### src/rtl/humidity_temp_frame_decoder_top_defines.svh
// ----------------------------------------------------------------------------
// humidity_temp_frame_decoder_top_defines
// Assertion macros shared by the frame decoder modules. The enclosing
// module must provide clk and arst_n.
// ----------------------------------------------------------------------------
`ifndef HUMIDITY_TEMP_FRAME_DECODER_TOP_DEFINES_SVH
`define HUMIDITY_TEMP_FRAME_DECODER_TOP_DEFINES_SVH

// same-cycle implication, checked out of reset
`define HTFD_ASSERT_SAME(label, ante, cons, msg) \
	label: assert property (@(posedge clk) disable iff (!arst_n) (ante) |-> (cons)) \
		else $error(msg);

// next-cycle implication, checked out of reset
`define HTFD_ASSERT_NEXT(label, ante, cons, msg) \
	label: assert property (@(posedge clk) disable iff (!arst_n) (ante) |=> (cons)) \
		else $error(msg);

`endif

### src/rtl/htfd_pkg.sv
// ----------------------------------------------------------------------------
// htfd_pkg
// Types, constants and helper functions of the humidity / temperature
// frame decoder.
// ----------------------------------------------------------------------------
package htfd_pkg;

	// input item: one byte of the six-byte readout frame
	typedef struct packed {
		logic [7:0] data_byte;
		logic       frame_start;
	} in_item_t;

	// result item: produced after the humidity crc byte
	typedef struct packed {
		logic signed [14:0] temperature_centi;
		logic [13:0]        humidity_centi;
		logic               temp_crc_ok;
		logic               hum_crc_ok;
	} out_item_t;

	// byte position within the frame
	typedef enum logic [2:0] {
		POS_T_MSB = 3'd0,
		POS_T_LSB = 3'd1,
		POS_T_CRC = 3'd2,
		POS_H_MSB = 3'd3,
		POS_H_LSB = 3'd4,
		POS_H_CRC = 3'd5
	} pos_t;

	localparam logic [7:0]  CRC_POLY    = 8'h31;
	localparam logic [7:0]  CRC_INIT    = 8'hFF;
	localparam int          PROD_W      = 31;
	localparam logic [14:0] TEMP_SPAN   = 15'd17500;
	localparam logic [14:0] HUM_SPAN    = 15'd10000;
	localparam logic [14:0] TEMP_OFFSET = 15'd4500;
	localparam logic [16:0] FULL_SCALE  = 17'd65535;

	// crc-8, msb first, one byte folded in
	function automatic logic [7:0] crc8_byte(input logic [7:0] crc, input logic [7:0] b);
		logic [7:0] c;
		c = crc ^ b;
		for (int i = 0; i < 8; i++) begin
			if (c[7]) begin
				c = {c[6:0], 1'b0} ^ CRC_POLY;
			end else begin
				c = {c[6:0], 1'b0};
			end
		end
		return c;
	endfunction

	// floor(x / 65535) for x below 32768*65535: x>>16 plus one correction step
	function automatic logic [14:0] div_full_scale(input logic [PROD_W-1:0] x);
		logic [14:0] q0;
		logic [16:0] rem;
		q0  = x[PROD_W-1:16];
		rem = {1'b0, x[15:0]} + {2'b00, q0};
		if (rem >= FULL_SCALE) begin
			return q0 + 15'd1;
		end
		return q0;
	endfunction

endpackage

### src/rtl/humidity_temp_frame_decoder_top.sv
// ----------------------------------------------------------------------------
// humidity_temp_frame_decoder_top
// Decodes six-byte humidity / temperature readout frames with crc check.
// ----------------------------------------------------------------------------
// Usage:
//   src channel takes one frame byte per transfer (data_byte, frame_start).
//   Bytes come in order temperature msb, lsb, crc, humidity msb, lsb, crc;
//   frame_start restarts the frame at the temperature msb.
//   dst channel gives one result per frame, after the humidity crc byte:
//   last good temperature and humidity plus both crc flags.
// Path: a byte is first held in the input register; when the closing byte
//   leaves it, the result is loaded into the result register and offered
//   on dst from there, where it waits until it is taken.
// Throughput: one byte per cycle unless stalled; set by the single input
//   register feeding the crc/conversion logic and one-entry result register.
// Reset: position and readings clear, crc loads CRC_INIT, no result pending.
// Stall: a result waiting on dst_stall holds; the staged byte still moves
//   unless it would produce another result, then src_stall rises until the
//   result register is freed.
// ----------------------------------------------------------------------------
`include "humidity_temp_frame_decoder_top_defines.svh"

module humidity_temp_frame_decoder_top (
	input  logic                clk,
	input  logic                arst_n,
	input  logic                src_valid,
	output logic                src_stall,
	input  htfd_pkg::in_item_t  src_item,
	output logic                dst_valid,
	input  logic                dst_stall,
	output htfd_pkg::out_item_t dst_item
);
	import htfd_pkg::*;

	logic      valid_s1;
	in_item_t  item_s1;
	logic      s1_fire;
	logic      produces;
	out_item_t result;
	logic      dst_valid_q;
	out_item_t dst_item_q;

	// staged byte moves on unless its result cannot be stored
	always_comb begin
		s1_fire   = valid_s1 && (!produces || !dst_valid_q || !dst_stall);
		src_stall = valid_s1 && !s1_fire;
	end

	// input register
	always_ff @(posedge clk or negedge arst_n) begin
		if (!arst_n) begin
			valid_s1 <= 1'b0;
		end else if (!src_stall) begin
			valid_s1 <= src_valid;
		end
	end

	always_ff @(posedge clk) begin
		if (src_valid && !src_stall) begin
			item_s1 <= src_item;
		end
	end

	htfd_decode u_decode (
		.clk      (clk),
		.arst_n   (arst_n),
		.item     (item_s1),
		.fire     (s1_fire),
		.produces (produces),
		.result   (result)
	);

	// result register
	always_ff @(posedge clk or negedge arst_n) begin
		if (!arst_n) begin
			dst_valid_q <= 1'b0;
		end else if (s1_fire && produces) begin
			dst_valid_q <= 1'b1;
		end else if (!dst_stall) begin
			dst_valid_q <= 1'b0;
		end
	end

	always_ff @(posedge clk) begin
		if (s1_fire && produces) begin
			dst_item_q <= result;
		end
	end

	assign dst_valid = dst_valid_q;
	assign dst_item  = dst_item_q;

	`HTFD_ASSERT_SAME(a_no_overwrite, s1_fire && produces && dst_valid_q, !dst_stall, "pending result overwritten")
	`HTFD_ASSERT_NEXT(a_result_offered, s1_fire && produces, dst_valid_q, "result not offered after frame end")
	`HTFD_ASSERT_SAME(a_stall_cause, src_stall, dst_valid_q && dst_stall && produces, "input stalled without a blocked result")

endmodule

### src/rtl/htfd_decode.sv
// ----------------------------------------------------------------------------
// htfd_decode
// Frame position tracking, crc check, fixed-point conversion and the last
// good readings. Updates when the top level consumes the staged byte.
// ----------------------------------------------------------------------------
`include "humidity_temp_frame_decoder_top_defines.svh"

module htfd_decode (
	input  logic                clk,
	input  logic                arst_n,
	input  htfd_pkg::in_item_t  item,
	input  logic                fire,
	output logic                produces,
	output htfd_pkg::out_item_t result
);
	import htfd_pkg::*;

	pos_t               pos_q;
	pos_t               pos_eff;
	pos_t               pos_next;
	logic [7:0]         crc_q;
	logic [7:0]         raw_hi_q;
	logic [PROD_W-1:0]  prod_q;
	logic               temp_ok_q;
	logic [14:0]        last_temp_q;
	logic [13:0]        last_hum_q;
	logic [7:0]         crc_next;
	logic [15:0]        word;
	logic [14:0]        scale;
	logic [PROD_W-1:0]  prod;
	logic               crc_match;
	logic [14:0]        quot;
	logic [14:0]        temp_new;

	// effective position: frame_start restarts the frame
	always_comb begin
		pos_eff = pos_q;
		if (item.frame_start) begin
			pos_eff = POS_T_MSB;
		end
		produces = (pos_eff == POS_H_CRC);
	end

	// next position, wrapping after the humidity crc byte
	always_comb begin
		case (pos_eff)
			POS_T_MSB: pos_next = POS_T_LSB;
			POS_T_LSB: pos_next = POS_T_CRC;
			POS_T_CRC: pos_next = POS_H_MSB;
			POS_H_MSB: pos_next = POS_H_LSB;
			POS_H_LSB: pos_next = POS_H_CRC;
			default:   pos_next = POS_T_MSB;
		endcase
	end

	// crc update and scaled product of the completed word
	always_comb begin
		if (pos_eff == POS_T_MSB || pos_eff == POS_H_MSB) begin
			crc_next = crc8_byte(CRC_INIT, item.data_byte);
		end else begin
			crc_next = crc8_byte(crc_q, item.data_byte);
		end
		word  = {raw_hi_q, item.data_byte};
		scale = (pos_eff == POS_T_LSB) ? TEMP_SPAN : HUM_SPAN;
		prod  = {15'd0, word} * {16'd0, scale};
	end

	// crc check and conversion of the stored product
	always_comb begin
		crc_match = (item.data_byte == crc_q);
		quot      = div_full_scale(prod_q);
		temp_new  = quot - TEMP_OFFSET;
	end

	// result seen at the humidity crc byte
	always_comb begin
		result.temperature_centi = $signed(last_temp_q);
		result.humidity_centi    = crc_match ? quot[13:0] : last_hum_q;
		result.temp_crc_ok       = temp_ok_q;
		result.hum_crc_ok        = crc_match;
	end

	// decoder state
	always_ff @(posedge clk or negedge arst_n) begin
		if (!arst_n) begin
			pos_q       <= POS_T_MSB;
			crc_q       <= CRC_INIT;
			raw_hi_q    <= 8'd0;
			prod_q      <= '0;
			temp_ok_q   <= 1'b0;
			last_temp_q <= 15'd0;
			last_hum_q  <= 14'd0;
		end else if (fire) begin
			pos_q <= pos_next;
			case (pos_eff)
				POS_T_MSB, POS_H_MSB: begin
					crc_q    <= crc_next;
					raw_hi_q <= item.data_byte;
				end
				POS_T_LSB, POS_H_LSB: begin
					crc_q  <= crc_next;
					prod_q <= prod;
				end
				POS_T_CRC: begin
					crc_q     <= CRC_INIT;
					temp_ok_q <= crc_match;
					if (crc_match) begin
						last_temp_q <= temp_new;
					end
				end
				POS_H_CRC: begin
					crc_q <= CRC_INIT;
					if (crc_match) begin
						last_hum_q <= quot[13:0];
					end
				end
				default: begin
					crc_q <= CRC_INIT;
				end
			endcase
		end
	end

	`HTFD_ASSERT_NEXT(a_wrap_after_result, fire && produces, pos_q == POS_T_MSB, "position did not wrap after result")
	`HTFD_ASSERT_NEXT(a_restart_position, fire && item.frame_start, pos_q == POS_T_LSB, "frame start did not restart position")
	`HTFD_ASSERT_NEXT(a_crc_reload, fire && !item.frame_start && pos_q == POS_T_CRC, crc_q == CRC_INIT, "crc not reloaded after temperature word")

endmodule
### config.mk
export PLATFORM = sky130hd
export DESIGN_NAME = humidity_temp_frame_decoder_top
export DESIGN_NICKNAME = d
export VERILOG_FILES = /design/src/rtl/htfd_pkg.sv /design/src/rtl/humidity_temp_frame_decoder_top.sv /design/src/rtl/htfd_decode.sv
export VERILOG_INCLUDE_DIRS = /design/src /design/src/rtl
export SDC_FILE = /design/constraint.sdc
export NUM_CORES = 1
export LEC_CHECK = 0
export ABC_CLOCK_PERIOD_IN_PS = 12600
export BUFFER_PORTS_ARGS = -buffer_cell sky130_fd_sc_hd__buf_2
export CELL_PAD_IN_SITES_DETAIL_PLACEMENT = 2
export CELL_PAD_IN_SITES_GLOBAL_PLACEMENT = 2
export CORE_MARGIN = 2
export CORE_UTILIZATION = 38
export CTS_BUF_LIST = sky130_fd_sc_hd__clkbuf_8
export DETAILED_ROUTE_END_ITERATION = 6
export PLACE_DENSITY_LB_ADDON = 0.1
export SETUP_SLACK_MARGIN = 0.4
export SLEW_MARGIN = 10
export SYNTH_ARGS = -nofsm -noshare
export SYNTH_HDL_FRONTEND = slang
export SYNTH_SLANG_ARGS = --single-unit
export TNS_END_PERCENT = 20
### constraint.sdc
create_clock -name clk -period 12.6 [get_ports clk]
set_input_delay 1.89 -clock clk [delete_from_list [all_inputs] [get_ports clk]]
set_output_delay 1.89 -clock clk [all_outputs]
set_load 0.01 [all_outputs]
==> run summary, run 1 <==
post-route ant nets = 0
post-CTS resize count = 0
Syn Std Cell Area = 11300 um2
Placed Area = 12000 um2
global-route wire length before repair = 51900 um
sequential-to-total area share from yosys stat = 28.4%
r2r endpoint = u_decode.prod_q[30]
Synth async-reset ratio = 66.7%
TritonCTS clock tree = yes
Post-synth EDFFs = 40
# setup viols final = 0
FMAX = 131 MHz
postcts setup bufs = 0
worst hold path type = reg -> reg
drt wl/cell = 20.4 um
CTS Sinks = 120
Avg Vias per Cell = 5.22
clk_lat worst skew = 0.47 ns
Post-Synth XOR/XNOR Area = 6.72%
layout cell share with drive strength beyond 1 = 13.6%
simple-gate portion of the synthesized area = 12.3%
layout overhead on the synthesized area = 9.89%
met3 wire len = 492 um
Met2 Routed Length = 16800 um
hold buffers post-CTS = 0
Worst Hold Depth = 0
top_reg_cell synth = dfrtp_1
# diodes = 0
highest routed layer = met4
max-cap violation count = 0
CTS Buf Count = 17
CP endpoint kind = register
largest net degree at the start of global routing = 58
Worst Reg2Reg Path Length in Cells = 25
fin area = 12400 um2
Hold Fails Final Rpt = 0
RSZ-0062 raised after global routing = no
r2r startpoint = u_decode.pos_q[2]
Data required, critical path = 12.93 ns
Max FO, Critical Path = 18
most common cell type on the critical path = inv_1
Cell variety after synth = 83
final WL = 32000 um
Critical Path AT = 7.97 ns
CTS clk-pin slew, worst paths = 0.09 ns
root buf cell = clkbuf_8
fin. max-slew vios = 0
CTS H-tree lvls = 4
Post-Synth Adder-Cell Area = 31.3%
routability cong. = 0.837
residual DRC count = 0
Final period util = 60.6%
status = finished clean
hold endpoint = dst_item[18]
HPWL after DPL = 25700 um
minimum clock period = 7.64 ns
post-synthesis cell count = 1112
Synth Area in Compound Gates = 10.8%
met1 wire length = 13800 um
vias = 8204
hold_sp = u_decode.last_temp_q[2]
CP Launch Type = register
Layout fillers = 3209
end-of-flow core utilization = 42.2%
total gr overflow = 0
initial antenna violation count = 0
synthesized flop and latch total = 120
Final #Nets = 1412
crit path buf inv count = 6
I/O Pins = 46
Crit path max-delay family = adder cells
post-synthesis mux area share = 4.50%
initial core utilization = 38.4%
main combinational cell family by area after synthesis = adder cells
Min Hold Slack = 0.451 ns
vias in the first global route = 9338
Rel. slew slack = 28.7%
syn_area_per_cell = 10.2 um2
Worst-Margin Slew = 1.06 ns
row cnt = 63
1st-pass router iterations = 4
Setup CP Type = reg -> reg
Setup Skew = 0.0279 ns
Setup TNS = 0 ns
setup slack, reg-to-reg = 4.96 ns
GRT Util Overall = 21.7%
slowest stage delay, CP = 0.82 ns
CTS max path bufs = 2
Die ar. = 31200 um2
port buffer count = 45
Initial DRC Count = 245
Die W = 177 um
Core ar. = 29500 um2
Die Span Y = 177 um
Slowest-stage cell, CP = nor3_2
Syn. warnings = 0
[worst max path at each step]
stage	startpoint	endpoint	slack [ns]	cells after the start
after floorplan	u_decode.pos_q[0]	u_decode.prod_q[30]	5.79	26
after global placement	u_decode.pos_q[2]	u_decode.prod_q[30]	5.10	25
after detailed placement	u_decode.pos_q[2]	u_decode.prod_q[30]	4.81	25
after CTS	u_decode.pos_q[2]	u_decode.prod_q[30]	4.79	25
after global routing	u_decode.pos_q[2]	u_decode.prod_q[30]	4.26	25
final	u_decode.pos_q[2]	u_decode.prod_q[30]	4.96	25
[flip-flops by register name (all words and copies together) (netlist names)]
name and cells:
u_decode.last_hum_q 14, u_decode.temp_ok_q 1, dst_valid 1, u_decode.pos_q 3
valid_s1 1, u_decode.crc_q 8, dst_item 31, u_decode.last_temp_q 15
item_s1 9, u_decode.raw_hi_q 8, u_decode.prod_q 29
[routing by layer]
| metal | up-vias | track usage (%) |
|---|---|---|
| li1 | 3881 | - |
| met1 | 4205 | 25.9 |
| met2 | 82 | 40.0 |
| met3 | 36 | 2.94 |
| met4 | 0 | 7.23 |
| met5 | - | 0 |
[placed cells by master, fill, tap and decap left out, types with 5 or more instances in the layout]
master and count:
fa_1 91, and2_1 15, inv_1 135, a21oi_1 40
o22a_1 8, nor3b_1 5, nand4_1 9, xor2_1 31
nand2b_1 6, nor3_1 14, clkbuf_8 17, conb_1 29
dfrtp_1 72, edfxtp_1 40, inv_6 6, ha_1 138
dfstp_2 8, a211oi_1 9, nand3_1 12, o21ai_1 6
nand2_1 109, nor2_1 47, nor2b_1 8, o21ai_0 42
buf_2 44, o211ai_1 6, or2_2 9, buf_4 6
nor4b_1 5, xnor2_1 54, a2111oi_0 6, a21o_1 12
and3_1 9, mux2_2 39, o21a_1 7
[logic make-up after synthesis]
group	count (synthesis)
AO/OA/AOI/OAI	181
AND/OR/NAND/NOR	275
XOR/XNOR	86
multiplexers	45
flip-flops	120
adder cells (fa/ha/maj)	229
other	2
buffers and inverters	174
[synth_stat cells, types with 3 or more instances]
cell type	number	share of area, %
edfxtp_1	40	11
clkbuf_1	32	1.1
and3_1	9	0.50
a211oi_1	9	0.60
o2111ai_1	4	0.31
mux2i_1	4	0.35
a21oi_1	40	1.8
nand3b_1	3	0.20
nand2_1	109	3.6
o21a_1	7	0.46
o21ai_0	42	1.9
nor2b_1	8	0.44
o21ai_1	6	0.27
o31ai_1	4	0.27
fa_1	91	16
o21bai_1	3	0.20
a21o_1	12	0.80
or3_1	4	0.22
a2111oi_0	6	0.46
nor2_1	48	1.6
and2_1	15	0.83
o211ai_1	6	0.40
ha_1	138	15
nand2b_1	6	0.33
or2_2	9	0.50
dfrtp_1	72	16
mux2_2	39	3.9
o22a_1	8	0.62
nor3_1	15	0.66
nand3_1	13	0.57
nand4_1	9	0.50
nor3b_1	5	0.33
a31oi_1	4	0.22
xnor2_1	54	4.2
inv_1	136	4.5
dfstp_2	8	1.9
nor4b_1	5	0.39
o311ai_0	3	0.23
xor2_1	31	2.4
[per-stage QoR]
stage          setup WS [ns]  instances
6_report                4.96       1573
5_1_grt                 4.26       1573
4_1_cts                 4.79       1573
3_5_place_dp            4.81       1541
3_3_place_gp            5.10       1541
2_1_floorplan           5.79       1139
[cell type report]
type	instances	area (um2)	share of cell area (%)
multi-input combinational	845	7550	60.7
sequential	120	3210	25.8
inverter	136	510	4.10
tap	390	488	3.92
timing repair buffer	50	265	2.13
clock buffer	17	234	1.88
clock inverter	15	179	1.44
Power of run 1 is left out: the tool's default activity adds up to more than one toggle a clock period on the data nets, which glitch-free logic cannot reach.
==> inputs of run 2 (changes only) <==
--- a/config.mk
+++ b/config.mk
@@ -6,7 +6,7 @@
 export SDC_FILE = /design/constraint.sdc
 export NUM_CORES = 1
 export LEC_CHECK = 0
-export ABC_CLOCK_PERIOD_IN_PS = 12600
+export ABC_CLOCK_PERIOD_IN_PS = 6700
 export BUFFER_PORTS_ARGS = -buffer_cell sky130_fd_sc_hd__buf_2
 export CELL_PAD_IN_SITES_DETAIL_PLACEMENT = 2
 export CELL_PAD_IN_SITES_GLOBAL_PLACEMENT = 2
==> constraint.sdc (replaced) <==
create_clock -name clk -period 6.7 [get_ports clk]
set_input_delay 1.005 -clock clk [delete_from_list [all_inputs] [get_ports clk]]
set_output_delay 1.005 -clock clk [all_outputs]
set_load 0.01 [all_outputs]
==> run 2 against run 1 <==
Effect of this change: core utilization grew 2.3 points; first-iteration DRC count grew 18%; die area is the same; highest routed layer unchanged; critical endpoint is now u_decode.prod_q[24].
==> run summary, run 2 (synthesis gave the netlist of run 1 again) <==
status = finished clean
1st-pass router iterations = 6 (+2)
post-route ant nets = 0 (unchanged)
Critical Path AT = 6.41 ns (-1.56 ns)
Setup Skew = 0.0248 ns (-0.00319 ns)
layout overhead on the synthesized area = 15.8%
TritonCTS clock tree = yes
global-route wire length before repair = 49800 um (-4.0%)
vias in the first global route = 9099 (-2.6%)
worst hold path type = in -> async
CP Launch Type = register
Avg Vias per Cell = 5.16 (-1.2%)
Initial DRC Count = 290 (+18%)
RSZ-0062 raised after global routing = yes
Data required, critical path = 7.04 ns (-5.89 ns)
Slowest-stage cell, CP = fa_1
Rel. slew slack = 38.1% (+9.3 points)
total gr overflow = 0 (unchanged)
# diodes = 0 (unchanged)
Die Span Y = 177 um (unchanged)
cell depth of the worst setup path = 26 (+4.0%)
clk_lat worst skew = 0.47 ns (about the same)
I/O Pins = 46 (unchanged)
Layout fillers = 3129 (-2.5%)
Die W = 177 um (unchanged)
largest net degree at the start of global routing = 58 (unchanged)
GRT Util Overall = 20.7% (-1.0 points)
max-cap violation count = 0 (unchanged)
most common cell after layout, fill and taps aside = inv_1
most frequent cells in the layout = 124 x inv_1, 119 x ha_1, 100 x nand2_1, 88 x fa_1, 72 x dfrtp_1
FMAX = 165 MHz (+26%)
residual DRC count = 0 (unchanged)
vias = 8269 (+0.79%)
CTS clk-pin slew, worst paths = 0.10 ns (about the same)
initial core utilization = 38.4% (unchanged)
drt wl/cell = 20.1 um (-1.3%)
most common cell type on the critical path = fa_1
slowest stage delay, CP = 0.59 ns (-0.23 ns)
root buf cell = clkbuf_8
initial antenna violation count = 0 (unchanged)
port buffer count = 45 (unchanged)
Crit path max-delay family = adder cells
Max FO, Critical Path = 7 (-11)
Setup CP Type = reg -> reg
# setup viols final = 0 (unchanged)
CP endpoint kind = register
final WL = 32300 um (+0.66%)
Final #Nets = 1443 (+2.2%)
crit path buf inv count = 7 (+1)
CTS max path bufs = 2 (unchanged)
Setup TNS = 0 ns (unchanged)
row cnt = 63 (unchanged)
max reg flops = 31 (unchanged)
CTS H-tree lvls = 4 (unchanged)
minimum clock period = 6.08 ns (-1.56 ns)
routability cong. = 0.829 (-0.93%)
Worst-Margin Slew = 0.927 ns (-0.136 ns)
end-of-flow core utilization = 44.5% (+2.3 points)
Die ar. = 31200 um2 (unchanged)
CTS Sinks = 120 (unchanged)
layout cell share with drive strength beyond 1 = 20.9% (+7.3 points)
Worst Reg2Reg Path Length in Cells = 26 (+4.0%)
Core ar. = 29500 um2 (unchanged)
Final period util = 90.7% (+30 points)
hold buffers post-CTS = 0 (unchanged)
fin. max-slew vios = 0 (unchanged)
HPWL after DPL = 25000 um (-2.6%)
CTS Buf Count = 17 (unchanged)
Hold Fails Final Rpt = 0 (unchanged)
-- run 2: changes by cell type in the layout (fill, tap and decap cells not counted), moves of 3 or more --
cell,before,now
a21oi_2,0,7
nand2_2,0,7
nand2_1,109,100
inv_2,1,12
ha_4,0,17
o21ai_0,42,38
fa_1,91,88
ha_1,138,119
buf_4,6,33
a21oi_1,40,33
fa_2,0,3
inv_1,135,124
-- run 2: timing repair --
action / in CTS / in global routing
pin swaps: 4 / 46
resized for setup: 8 / 73
setup buffers: 5 / 8
gates cloned: 0 / 1
setup endpoints to repair: 6 / 10
-- run 2: final cells by class --
class                           count  area (um2)  area share [%]
Clock buffer                       17         234            1.78
Clock inverter                     15         203            1.55
Inverter                          136         510            3.89
Multi-Input combinational cell    845        7930            60.5
Sequential cell                   120        3210            24.5
Tap cell                          390         488            3.72
Timing Repair Buffer               81         539            4.11
-- run 2: worst paths after layout --
| kind | from | slack, ns | end |
|---|---|---|---|
| worst min register to register | u_decode.last_temp_q[9] | 0.45 | dst_item[25] |
| worst min-delay path | arst_n | 0.45 | u_decode.prod_q[17] |
| worst max-delay path | u_decode.pos_q[2] | 0.62 | u_decode.prod_q[24] |
| worst max register to register | u_decode.pos_q[2] | 0.62 | u_decode.prod_q[24] |
| min in group clk | u_decode.last_temp_q[9] | 0.45 | dst_item[25] |
| max in group asynchronous | arst_n | 5.15 | u_decode.raw_hi_q[6] |
-- run 2: metal layers --
| layer | global-route usage (%) | vias to the layer above | wire length [um] |
|---|---|---|---|
| met5 | 0 | - | 0 |
| met4 | 5.41 | 0 | 626 |
| met3 | 2.73 | 30 | 506 |
| met2 | 36.7 | 71 | 16800 |
| met1 | 26.5 | 4226 | 14400 |
| li1 | - | 3942 | - |
-- run 2: stage by stage --
stage          setup slack [ns]  std cells  hold WS, ns  cell area (um2)
3_5_place_dp             0.0878       1558        0.439            12200
5_1_grt                   0.328       1604        0.447            13100
2_1_floorplan             0.404       1139        0.419            11400
6_report                  0.624       1604        0.446            13100
3_3_place_gp              0.200       1558        0.431            12200
4_1_cts                   0.387       1595        0.440            12700
Power of run 2 is left out for the same reason.
